$ cat config.mk
export PLATFORM = sky130hd
export DESIGN_NAME = vtp_div
export DESIGN_NICKNAME = d
export VERILOG_FILES = /design/src/sv/vtp_pkg.sv /design/src/sv/vtp_div.sv
export SDC_FILE = /design/constraint.sdc
export NUM_CORES = 1
export LEC_CHECK = 0
export ABC_AREA = 1
export BUFFER_PORTS_ARGS = -buffer_cell sky130_fd_sc_hd__buf_2
export CAP_MARGIN = 10
export CORE_MARGIN = 4
export CORE_UTILIZATION = 51
export CTS_BUF_LIST = sky130_fd_sc_hd__clkbuf_4
export CTS_CLUSTER_SIZE = 30
export DETAILED_ROUTE_END_ITERATION = 16
export PLACE_DENSITY = 0.81
export SETUP_SLACK_MARGIN = 0.2
export SLEW_MARGIN = 25
export SYNTH_ARGS = -nofsm -noshare
export SYNTH_HDL_FRONTEND = slang
export SYNTH_SLANG_ARGS = --single-unit
$ cat constraint.sdc
create_clock -name aclk -period 14.1 [get_ports aclk]
set_input_delay 2.115 -clock aclk [delete_from_list [all_inputs] [get_ports aclk]]
set_output_delay 2.115 -clock aclk [all_outputs]
set_load 0.02 [all_outputs]
$ cat src/sv/vtp_pkg.sv
// Shared types, constants and helpers of the vertex transform block.
package vtp_pkg;

    localparam int SCREEN_WIDTH_DEF  = 64;
    localparam int SCREEN_HEIGHT_DEF = 24;

    localparam int IN_TDATA_W  = 192;
    localparam int IN_TUSER_W  = 3;
    localparam int OUT_TDATA_W = 32;
    localparam int IDX_W       = 11;
    localparam int DEP_W       = 16;

    localparam int DIV_NUM_W = 50;
    localparam int DIV_DEN_W = 34;
    localparam int ACC_W     = 50;

    localparam logic signed [31:0] Q_ONE = 32'sh0001_0000;

    typedef enum logic [2:0] {
        OP_VERTEX    = 3'd0,
        OP_SEL_PROJ  = 3'd1,
        OP_SEL_MODEL = 3'd2,
        OP_IDENTITY  = 3'd3,
        OP_TRANSLATE = 3'd4,
        OP_SCALE     = 3'd5,
        OP_FRUSTUM   = 3'd6
    } op_t;

    function automatic logic signed [31:0] sat32(input logic signed [ACC_W-1:0] v);
        logic signed [31:0] r;
        if (v > ACC_W'(64'sd2147483647)) begin
            r = 32'sh7fff_ffff;
        end else if (v < ACC_W'(-64'sd2147483648)) begin
            r = 32'sh8000_0000;
        end else begin
            r = v[31:0];
        end
        return r;
    endfunction

endpackage

$ cat src/sv/vtp_div.sv
// Radix-2 restoring divider: saturated trunc(num * 2^16 / den), zero for zero den.
module vtp_div (
    input  logic                                 aclk,
    input  logic                                 aresetn,
    input  logic                                 start,
    input  logic signed [vtp_pkg::DIV_NUM_W-1:0] num,
    input  logic signed [vtp_pkg::DIV_DEN_W-1:0] den,
    output logic                                 done,
    output logic signed [31:0]                   quo
);
    import vtp_pkg::*;

    localparam int QW  = DIV_NUM_W + 16;
    localparam int CW  = $clog2(QW);

    logic                   busy_reg;
    logic                   fin_reg;
    logic                   done_reg;
    logic [CW-1:0]          cnt_reg;
    logic [QW-1:0]          sh_reg;
    logic [DIV_DEN_W:0]     rem_reg;
    logic [DIV_DEN_W-1:0]   den_reg;
    logic                   neg_reg;
    logic signed [31:0]     quo_reg;

    logic [DIV_DEN_W:0]     rem_sh;
    logic                   q_bit;
    logic [DIV_DEN_W:0]     rem_next;
    logic [DIV_NUM_W-1:0]   num_mag;
    logic [DIV_DEN_W-1:0]   den_mag;

    always_comb begin
        rem_sh   = {rem_reg[DIV_DEN_W-1:0], sh_reg[QW-1]};
        q_bit    = (rem_sh >= {1'b0, den_reg});
        rem_next = q_bit ? (rem_sh - {1'b0, den_reg}) : rem_sh;
        num_mag  = num[DIV_NUM_W-1] ? DIV_NUM_W'(-num) : DIV_NUM_W'(num);
        den_mag  = den[DIV_DEN_W-1] ? DIV_DEN_W'(-den) : DIV_DEN_W'(den);
    end

    always_ff @(posedge aclk) begin
        if (!aresetn) begin
            busy_reg <= 1'b0;
            fin_reg  <= 1'b0;
            done_reg <= 1'b0;
        end else begin
            done_reg <= (start && den == '0) || (!start && !busy_reg && fin_reg);
            if (start) begin
                if (den == '0) begin
                    quo_reg  <= '0;
                end else begin
                    busy_reg <= 1'b1;
                    cnt_reg  <= CW'(QW - 1);
                    sh_reg   <= {num_mag, 16'd0};
                    rem_reg  <= '0;
                    den_reg  <= den_mag;
                    neg_reg  <= num[DIV_NUM_W-1] ^ den[DIV_DEN_W-1];
                end
            end else if (busy_reg) begin
                sh_reg  <= {sh_reg[QW-2:0], q_bit};
                rem_reg <= rem_next;
                cnt_reg <= cnt_reg - 1'b1;
                if (cnt_reg == '0) begin
                    busy_reg <= 1'b0;
                    fin_reg  <= 1'b1;
                end
            end else if (fin_reg) begin
                fin_reg  <= 1'b0;
                if (neg_reg) begin
                    quo_reg <= (sh_reg > QW'(64'h8000_0000)) ? 32'sh8000_0000
                                                             : -$signed(sh_reg[31:0]);
                end else begin
                    quo_reg <= (sh_reg > QW'(64'h7fff_ffff)) ? 32'sh7fff_ffff
                                                             : $signed(sh_reg[31:0]);
                end
            end
        end
    end

    assign done = done_reg;
    assign quo  = quo_reg;

endmodule

==> results.sh, run 1 <==
export IMPL_p_per_area_mw_per_mm2=91.1
export IMPL_crit_path_cell_trace="buf_2 > inv_1 > ha_1 > nand2_1 > nor2_1 > nand4_1 > nor2_1 > nand3_1 > nand2_1 > nor2_4 > buf_4 > buf_12"
export IMPL_ant_nets=0
export IMPL_worst_pin_slew_ns=0.888
export IMPL_cts_tree="done"
export IMPL_critical_path_slowest_cell="nor2_4"
export IMPL_hold_slack_ns=0.489
export IMPL_wl_per_cell_um=16.4
export IMPL_numCtsBuffers=17
export IMPL_synth_nets=2031
export IMPL_p_int_uw=866
export IMPL_synth_cell_types=44
export IMPL_die_area_sq_mm=0.0295
export IMPL_max_cap_violations=0
export IMPL_synthMuxAreaShare_pct=0
export IMPL_fin_ws_ns=9.51
export IMPL_yosys_warnings=0
export IMPL_worstPathRequired_ns=14.37
export IMPL_finalClockSkew_ns=0.0354
export IMPL_slew_violations=0
export IMPL_synthSimpleGateAreaFrac_pct=33.1
export IMPL_max_stage_delay_ns=0.69
export IMPL_drc=0
export IMPL_met2_usage_pct=43.7
export IMPL_synth_seq_cells=177
export IMPL_rrSetupSlack_ns=11.12
export IMPL_antenna_found_initial=5
export IMPL_grt_ovfl_total=0
export IMPL_cp_max_fo=42
export IMPL_synth_top_family_by_area="simple AND/OR/NAND/NOR gates"
export IMPL_grt_use_met1_pct=34.7
export IMPL_insertion_delay_ns=0.60
export IMPL_via_per_inst=5.42
export IMPL_synth_area_sq_mm=0.0137
export IMPL_ys_flop_type="edfxtp_1"
export IMPL_clock_sinks=177
export IMPL_area_growth_synth_to_final_pct=8.64
export IMPL_cp_start_kind="input port"
export IMPL_timing_final_crit_share_pct=32.6
export IMPL_synth_edf_count=174
export IMPL_start_util_pct=52.2
export IMPL_p_sw_uw=487
export IMPL_grt_usage_pct=26.0
export IMPL_pre_cts_slack_ns=8.71
export IMPL_max_slew_margin_rel_pct=40.3
export IMPL_async_reset_ff_share_pct=0
export IMPL_synth_seq_area_share_pct=38.7
export IMPL_cts_resized_gates=0
export IMPL_wl_mm=38.4
export IMPL_synthCells=1904
export IMPL_worstPathArrival_ns=4.86
export IMPL_gp_congestion=0.979
export IMPL_combPwrFrac_pct=28.9
export IMPL_finalHoldViolCount=0
export IMPL_synth_xor_area_share_pct=6.41
export IMPL_fillers=2480
export IMPL_clock_path_buffers=2
export IMPL_crit_type="in2reg"
export IMPL_min_period_ns=4.59
export IMPL_dp_hpwl_mm=29.6
export IMPL_peakVddDrop_v=0.0000458
export IMPL_grt_pass1_wl_mm=61.0
export IMPL_p_clk_share_pct=23.2
export IMPL_vias=12800
export IMPL_cts_hold_buf=0
export IMPL_p_leak_nw=6.76
export IMPL_path_clk_slew_ns=0.15
export IMPL_path_buf_inv=4
export IMPL_synth_compound_area_share_pct=8.50
export IMPL_swShare_pct=36.0
export IMPL_synth_adder_area_share_pct=3.72
export IMPL_dieWidth_um=172
export IMPL_firstDrtPassIters=6
export IMPL_grt_max_degree=76
export IMPL_core_region_area_sq_mm=0.0262
export IMPL_timing_rr_end="quo[16]"
export IMPL_postCtsSetupRepairBufs=0
export IMPL_rows=59
export IMPL_largest_reg_flops=66
export IMPL_seq_area_sq_mm=0.00529
export IMPL_synth_area_per_cell_sq_um=7.18
export IMPL_final_nets=2127
export IMPL_setup_viol=0
export IMPL_whs_path_depth=2
export IMPL_reg2reg_from="sh_reg[32]"
export IMPL_holdPathEnd="fin_reg"
export IMPL_clockRootBuffer="clkbuf_4"
export IMPL_grt_most_used_layer="met2"
export IMPL_h_tree_depth=4
export IMPL_first_iter_violations=1099
export IMPL_critical_path_top_delay_family="simple AND/OR/NAND/NOR gates"
export IMPL_endpoint_kind="register"
export IMPL_fmax_mhz=218
export IMPL_die_h_um=172
export IMPL_r2r_cells=9
export IMPL_multi_input_area_sq_mm=0.00711
export IMPL_port_buffer_count=119
export IMPL_min_from="fin_reg"
export IMPL_rsz0062_at_grt="false"
export IMPL_power_frac_seq_pct=47.9
export IMPL_grt_pass1_vias=12200
export IMPL_use_met3_pct=3.29
export IMPL_status="complete, no violations"
export IMPL_hold_class="reg2reg"
export IMPL_fin_tns_setup_ns=0
export IMPL_num_io_pins=120
export IMPL_final_layout_size_suffix_gt1_share_pct=10.7
==> layout make-up <==
type / count / share of cell area (%)
inverter: 279 / 7.07
clock buffer: 17 / 0.859
tap: 335 / 2.82
sequential: 177 / 35.6
clock inverter: 14 / 1.15
timing repair buffer: 127 / 4.57
multi-input combinational: 1398 / 47.9
antenna: 4 / 0.0674
==> tightest hold or removal path, stage by stage, from the launching register on <==
cell	delay, ns
dfxtp_1	0.34
nand2_1	0.06
a21oi_1	0.05
==> power by group through the flow <==
| stage | registers [mW] | clock network, mW | logic [mW] |
|---|---|---|---|
| after floorplan | 0.655 | 0 | 0.287 |
| after detailed placement | 0.660 | 0 | 0.384 |
| after global routing | 0.651 | 0.340 | 0.440 |
| after global placement | 0.658 | 0 | 0.377 |
| final | 0.648 | 0.314 | 0.391 |
| after CTS | 0.648 | 0.318 | 0.387 |
==> cells in the mapped netlist, types with 2 or more instances <==
| library cell | instances | share of area, % |
|---|---|---|
| o31ai_1 | 3 | 0.16 |
| inv_1 | 274 | 7.5 |
| a31oi_1 | 12 | 0.55 |
| xnor2_1 | 12 | 0.77 |
| o21ai_1 | 3 | 0.11 |
| nor2_1 | 293 | 8.0 |
| a21oi_2 | 3 | 0.19 |
| xor2_1 | 88 | 5.6 |
| o21bai_1 | 26 | 1.4 |
| clkbuf_1 | 33 | 0.91 |
| buf_2 | 4 | 0.15 |
| nor4_1 | 5 | 0.23 |
| edfxtp_1 | 174 | 38 |
| or2_2 | 5 | 0.23 |
| inv_2 | 3 | 0.082 |
| nand3b_1 | 26 | 1.4 |
| o21ai_0 | 89 | 3.3 |
| ha_1 | 39 | 3.6 |
| nand3_2 | 4 | 0.29 |
| buf_1 | 4 | 0.11 |
| nor2_4 | 2 | 0.16 |
| and2_1 | 2 | 0.092 |
| buf_6 | 9 | 0.74 |
| nor3_1 | 17 | 0.62 |
| nand4_1 | 39 | 1.8 |
| nand2_4 | 2 | 0.16 |
| dfxtp_1 | 3 | 0.44 |
| nand2_2 | 5 | 0.23 |
| nor2_2 | 23 | 1.1 |
| nand2_1 | 485 | 13 |
| nand3_1 | 137 | 5.0 |
| a21oi_1 | 68 | 2.5 |
==> cells in the final DEF, fill, tap and decap left out, types with 67 or more instances in the layout <==
| master | n |
|---|---|
| nand2_1 | 485 |
| xor2_1 | 88 |
| buf_2 | 118 |
| inv_1 | 274 |
| a21oi_1 | 67 |
| nor2_1 | 292 |
| o21ai_0 | 89 |
| edfxtp_1 | 174 |
| nand3_1 | 136 |
==> per-stage QoR <==
step | utilization, % | power [mW] | area [sq um] | instances
2_1_floorplan | - | 0.942 | 13700 | 1904
3_3_place_gp | 55.3 | 1.03 | 14500 | 2314
3_5_place_dp | 55.3 | 1.04 | 14500 | 2314
4_1_cts | 56.5 | 1.35 | 14800 | 2345
5_1_grt | 56.7 | 1.43 | 14900 | 2351
6_report | 56.7 | 1.35 | 14900 | 2351
==> cell families after synthesis <==
logic type	after synthesis
AO/OA/AOI/OAI	208
XOR/XNOR	100
adder cells (fa/ha/maj)	40
buffers and inverters	329
flip-flops	177
AND/OR/NAND/NOR	1050
==> how the worst max path moves through the flow <==
stage / start / end / slack (ns) / cells after the start
finish: den[0] / sh_reg[45] / 9.51 / 12
global route: den[0] / sh_reg[59] / 9.27 / 12
CTS: den[0] / sh_reg[57] / 9.35 / 11
detailed placement: den[0] / rem_reg[19] / 8.71 / 11
global placement: den[0] / rem_reg[17] / 8.79 / 11
floorplan: den[0] / cnt_reg[0] / 6.23 / 9
==> layer usage <==
metal	wire length [um]	vias up	part of all wire, %
li1	-	6348	-
met1	16500	5838	43
met2	18400	481	48
met3	2420	85	6.3
met4	1090	2	2.8
met5	20	-	0.052
Note: power is estimated with default switching activity, not from simulation.
==> run 2: changes to the inputs <==
--- a/config.mk
+++ b/config.mk
@@ -13,7 +13,7 @@
 export CTS_BUF_LIST = sky130_fd_sc_hd__clkbuf_4
 export CTS_CLUSTER_SIZE = 30
 export DETAILED_ROUTE_END_ITERATION = 16
-export PLACE_DENSITY = 0.81
+export PLACE_DENSITY = 0.84
 export SETUP_SLACK_MARGIN = 0.2
 export SLEW_MARGIN = 25
 export SYNTH_ARGS = -nofsm -noshare
==> constraint.sdc (replaced) <==
create_clock -name aclk -period 4.15 [get_ports aclk]
set_input_delay 0.6225 -clock aclk [delete_from_list [all_inputs] [get_ports aclk]]
set_output_delay 0.6225 -clock aclk [all_outputs]
set_load 0.02 [all_outputs]
==> results.sh, run 2 (synthesized netlist as in run 1, its figures left out) <==
export IMPL_cp_start_kind="register"
export IMPL_combPwrFrac_pct=29.3
export IMPL_setup_viol=0
export IMPL_grt_usage_pct=26.2
export IMPL_swShare_pct=37.6
export IMPL_critical_path_slowest_cell="edfxtp_1"
export IMPL_final_layout_size_suffix_gt1_share_pct=10.9
export IMPL_clock_path_buffers=2
export IMPL_start_util_pct=52.2
export IMPL_cts_hold_buf=0
export IMPL_hold_class="in2reg"
export IMPL_p_int_mw=2.86
export IMPL_gp_congestion=1.02
export IMPL_largest_reg_flops=66
export IMPL_p_per_area_mw_per_mm2=307
export IMPL_cts_resized_gates=0
export IMPL_path_buf_inv=1
export IMPL_grt_max_degree=73
export IMPL_power_frac_seq_pct=48.0
export IMPL_dp_hpwl_mm=29.9
export IMPL_via_per_inst=5.46
export IMPL_grt_ovfl_total=0
export IMPL_p_clk_share_pct=22.8
export IMPL_clock_sinks=177
export IMPL_die_h_um=172
export IMPL_worst_pin_slew_ns=0.890
export IMPL_final_cell_mix="nand2_1 (485), nor2_1 (292), inv_1 (274), edfxtp_1 (174), nand3_1 (137)"
export IMPL_place_inst=2318
export IMPL_path_clk_slew_ns=0.18
export IMPL_final_common_cell="nand2_1"
export IMPL_wl_per_cell_um=16.5
export IMPL_final_nets=2130
export IMPL_die_area_sq_mm=0.0295
export IMPL_area_growth_synth_to_final_pct=9.05
export IMPL_crit_type="reg2reg"
export IMPL_pre_cts_slack_ns=0.746
export IMPL_endpoint_kind="register"
export IMPL_crit_path_cell_trace="ha_1 > nand2_1 > nor2_1 > nand2_1 > nor3_2 > a21oi_4 > nand2_8 > inv_4 > nor2_2 > nor2_1"
export IMPL_grt_pass1_wl_mm=61.3
export IMPL_h_tree_depth=4
export IMPL_min_period_ns=2.85
export IMPL_postCtsSetupRepairBufs=0
export IMPL_fin_ws_ns=1.30
export IMPL_numCtsBuffers=17
export IMPL_port_buffer_count=119
export IMPL_fin_tns_setup_ns=0
export IMPL_finalHoldViolCount=0
export IMPL_max_slew_margin_rel_pct=40.6
export IMPL_p_sw_mw=1.73
export IMPL_cts_tree="done"
export IMPL_worstPathArrival_ns=3.21
export IMPL_max_stage_delay_ns=0.45
export IMPL_insertion_delay_ns=0.61
export IMPL_drc=0
export IMPL_peakVddDrop_v=0.000149
export IMPL_firstDrtPassIters=8
export IMPL_first_iter_violations=1347
export IMPL_rsz0062_at_grt="false"
export IMPL_finalClockSkew_ns=0.0442
export IMPL_max_cap_violations=0
export IMPL_total_power_mw=4.58
export IMPL_status="complete, no violations"
export IMPL_fmax_mhz=350
export IMPL_critical_path_top_delay_family="simple AND/OR/NAND/NOR gates"
export IMPL_cp_max_fo=44
export IMPL_ant_nets=0
export IMPL_timing_final_crit_share_pct=68.8
export IMPL_finalNonFillerCells=2355
export IMPL_rows=59
export IMPL_antenna_found_initial=5
export IMPL_p_leak_nw=6.79
export IMPL_grt_pass1_vias=12000
export IMPL_core_region_area_sq_mm=0.0262
export IMPL_slew_violations=0
export IMPL_vias=12800
export IMPL_worstPathRequired_ns=4.51
export IMPL_clockRootBuffer="clkbuf_4"
export IMPL_dieWidth_um=172
export IMPL_num_io_pins=120
export IMPL_wl_mm=38.8
run 2: power by group through the flow:
stage	Combinational [mW]	Clock (mW)	Sequential, mW
after detailed placement	1.31	0	2.24
after global placement	1.29	0	2.23
after CTS	1.32	1.06	2.20
after floorplan	0.976	0	2.22
final	1.34	1.04	2.20
after global routing	1.50	1.14	2.21
run 2: path summary, 6_finish.rpt:
kind | startpoint | endpoint | slack [ns] | cells past startpoint
setup / recovery | rem_reg[12] | rem_reg[11] | 1.30 | 10
hold / removal | den[0] | den_reg[0] | 0.24 | 1
setup reg to reg | rem_reg[12] | rem_reg[11] | 1.30 | 10
hold reg to reg | fin_reg | fin_reg | 0.48 | 2
run 2: cell type report:
cell class              count  area [sq um]
diodes                      4          10.0
clock buffers              17           128
clock inverters            15           184
fillers                  2499         11300
inverters                 279          1050
multi-input cells        1398          7110
flip-flops and latches    177          5290
well taps                 335           419
repair buffers            130           726
run 2: per-layer routing:
layer,share of wire [%],vias up,global-route usage [%]
li1,-,6353,-
met1,43,5927,35.7
met2,48,483,43.2
met3,5.8,82,3.36
met4,3.3,2,9.23
met5,0.052,-,0
run 2: per-stage QoR:
step	cell area (sq um)	hold slack, ns	utilization, %
6_report	14900	0.236	56.9
5_1_grt	14900	0.195	56.9
4_1_cts	14900	0.197	56.7
3_5_place_dp	14600	0.460	55.6
3_3_place_gp	14600	0.450	55.6
2_1_floorplan	13700	0.439	-
==> run 3: changes to the inputs <==
==> constraint.sdc (replaced) <==
create_clock -name aclk -period 2.57 [get_ports aclk]
set_input_delay 0.3855 -clock aclk [delete_from_list [all_inputs] [get_ports aclk]]
set_output_delay 0.3855 -clock aclk [all_outputs]
set_load 0.02 [all_outputs]
==> results.sh, run 3 (synthesized netlist as in run 1, its figures left out) <==
export IMPL_status="complete, no violations"
export IMPL_crit_type="reg2reg"
export IMPL_grt_ovfl_total=0
export IMPL_grt_usage_pct=26.5
export IMPL_clock_path_buffers=2
export IMPL_die_h_um=172
export IMPL_vias=13500
export IMPL_wl_per_cell_um=16.7
export IMPL_die_area_sq_mm=0.0295
export IMPL_reg2reg_from="rem_reg[11]"
export IMPL_cp_startpoint="rem_reg[11]"
export IMPL_area_growth_synth_to_final_pct=17.1
export IMPL_path_clk_slew_ns=0.22
export IMPL_worstPathArrival_ns=2.75
export IMPL_core_region_area_sq_mm=0.0262
export IMPL_max_slew_margin_rel_pct=45.3
export IMPL_h_tree_depth=4
export IMPL_finalClockSkew_ns=0.0646
export IMPL_gp_congestion=1.00
export IMPL_ant_nets=0
export IMPL_num_io_pins=120
export IMPL_first_iter_violations=1302
export IMPL_final_common_cell="nand2_1"
export IMPL_min_period_ns=2.37
export IMPL_drc=0
export IMPL_antenna_found_initial=6
export IMPL_grt_pass1_wl_mm=62.6
export IMPL_timing_final_crit_share_pct=92.2
export IMPL_dieWidth_um=172
export IMPL_slew_violations=0
export IMPL_port_buffer_count=119
export IMPL_largest_reg_flops=66
export IMPL_numCtsBuffers=17
export IMPL_dp_hpwl_mm=30.3
export IMPL_final_nets=2195
export IMPL_cp_max_fo=5
export IMPL_via_per_inst=5.56
export IMPL_final_layout_size_suffix_gt1_share_pct=17.9
export IMPL_finalHoldViolCount=0
export IMPL_clock_sinks=177
export IMPL_hold_class="in2reg"
export IMPL_insertion_delay_ns=0.62
export IMPL_start_util_pct=52.2
export IMPL_fmax_mhz=422
export IMPL_cts_tree="done"
export IMPL_rows=59
export IMPL_worst_pin_slew_ns=0.821
export IMPL_cp_start_kind="register"
export IMPL_clockRootBuffer="clkbuf_4"
export IMPL_grt_max_degree=76
export IMPL_min_from="den[0]"
export IMPL_p_leak_nw=7.16
export IMPL_rsz0062_at_grt="true"
export IMPL_wl_mm=40.4
export IMPL_p_per_area_mw_per_mm2=490
export IMPL_firstDrtPassIters=8
export IMPL_max_cap_violations=0
export IMPL_worstPathRequired_ns=2.95
export IMPL_grt_pass1_vias=12500
export IMPL_peakVddDrop_v=0.000308
export IMPL_total_power_mw=7.84
export IMPL_hold_slack_ns=0.0592
export IMPL_endpoint_kind="register"
export IMPL_final_cell_mix="nand2_1 (458), nor2_1 (275), inv_1 (270), edfxtp_1 (174), nand3_1 (131)"
export IMPL_setup_viol=0
## run 3: cell types whose count changed in the layout (fill, tap and decap cells not counted), sizes merged
cell	change
nand2	+1
inv	+1
diode	+1
buf	+64
clkinv	+1
clkinvlp	-2
## run 3: layout make-up
type,count,area (sq um)
sequential,177,5290
clock buffer,17,128
timing repair buffer,194,1260
inverter,279,1070
multi-input combinational,1399,7640
tap,335,419
clock inverter,15,181
antenna,5,12.5
fill,2231,10200
## run 3: power by group
group          total, mW  internal (mW)  switching [mW]
logic               2.58          0.980            1.60
registers           3.57           3.43           0.138
clock network       1.68          0.469            1.22
total               7.84           4.88            2.96
## run 3: per-stage QoR
stage | util (%) | worst slack (ns) | instances | setup TNS (ns) | cell area, sq um
floorplan | - | -0.414 | 1904 | -57.58 | 13700
global placement | 56.8 | 0.0485 | 2347 | 0 | 14900
detailed placement | 56.8 | -0.00759 | 2347 | -0.00946 | 14900
CTS | 59.4 | 0.203 | 2395 | 0 | 15600
global route | 61.1 | 0.0646 | 2421 | 0 | 16000
finish | 61.1 | 0.200 | 2421 | 0 | 16000
## run 3: worst max-delay path: stages (launching register included)
cell	delay, ns
edfxtp_1	0.50
ha_4	0.33
nand2_2	0.11
nor2_2	0.16
nand2_2	0.10
nor3_4	0.28
a21oi_4	0.13
buf_6	0.15
nand2_4	0.07
buf_4	0.12
nand2_1	0.04
nor2_1	0.09
nor2_1	0.05
## run 3: timing repair
| item | in CTS | in global routing |
|---|---|---|
| setup buffers | 15 | 21 |
| resized for setup | 31 | 64 |
| gates cloned | 1 | 0 |
| hold buffers | 0 | 0 |
| hold endpoints to repair | 0 | 0 |
| endpoints found under the setup margin | 34 | 52 |
| pin swaps | 11 | 36 |
## run 3: path summary, 6_finish.rpt
check | endpoint | slack [ns] | cells after the start
setup / recovery | rem_reg[31] | 0.20 | 12
hold / removal | den_reg[0] | 0.06 | 1
setup reg to reg | rem_reg[31] | 0.20 | 12
hold reg to reg | fin_reg | 0.48 | 2
## run 3: metal layers
layer | share of wire (%) | vias up | track usage (%)
li1 | - | 6497 | -
met1 | 40 | 6186 | 34.8
met2 | 48 | 670 | 44.1
met3 | 8.1 | 113 | 3.70
met4 | 3.6 | 2 | 10.9
met5 | 0.017 | - | 0
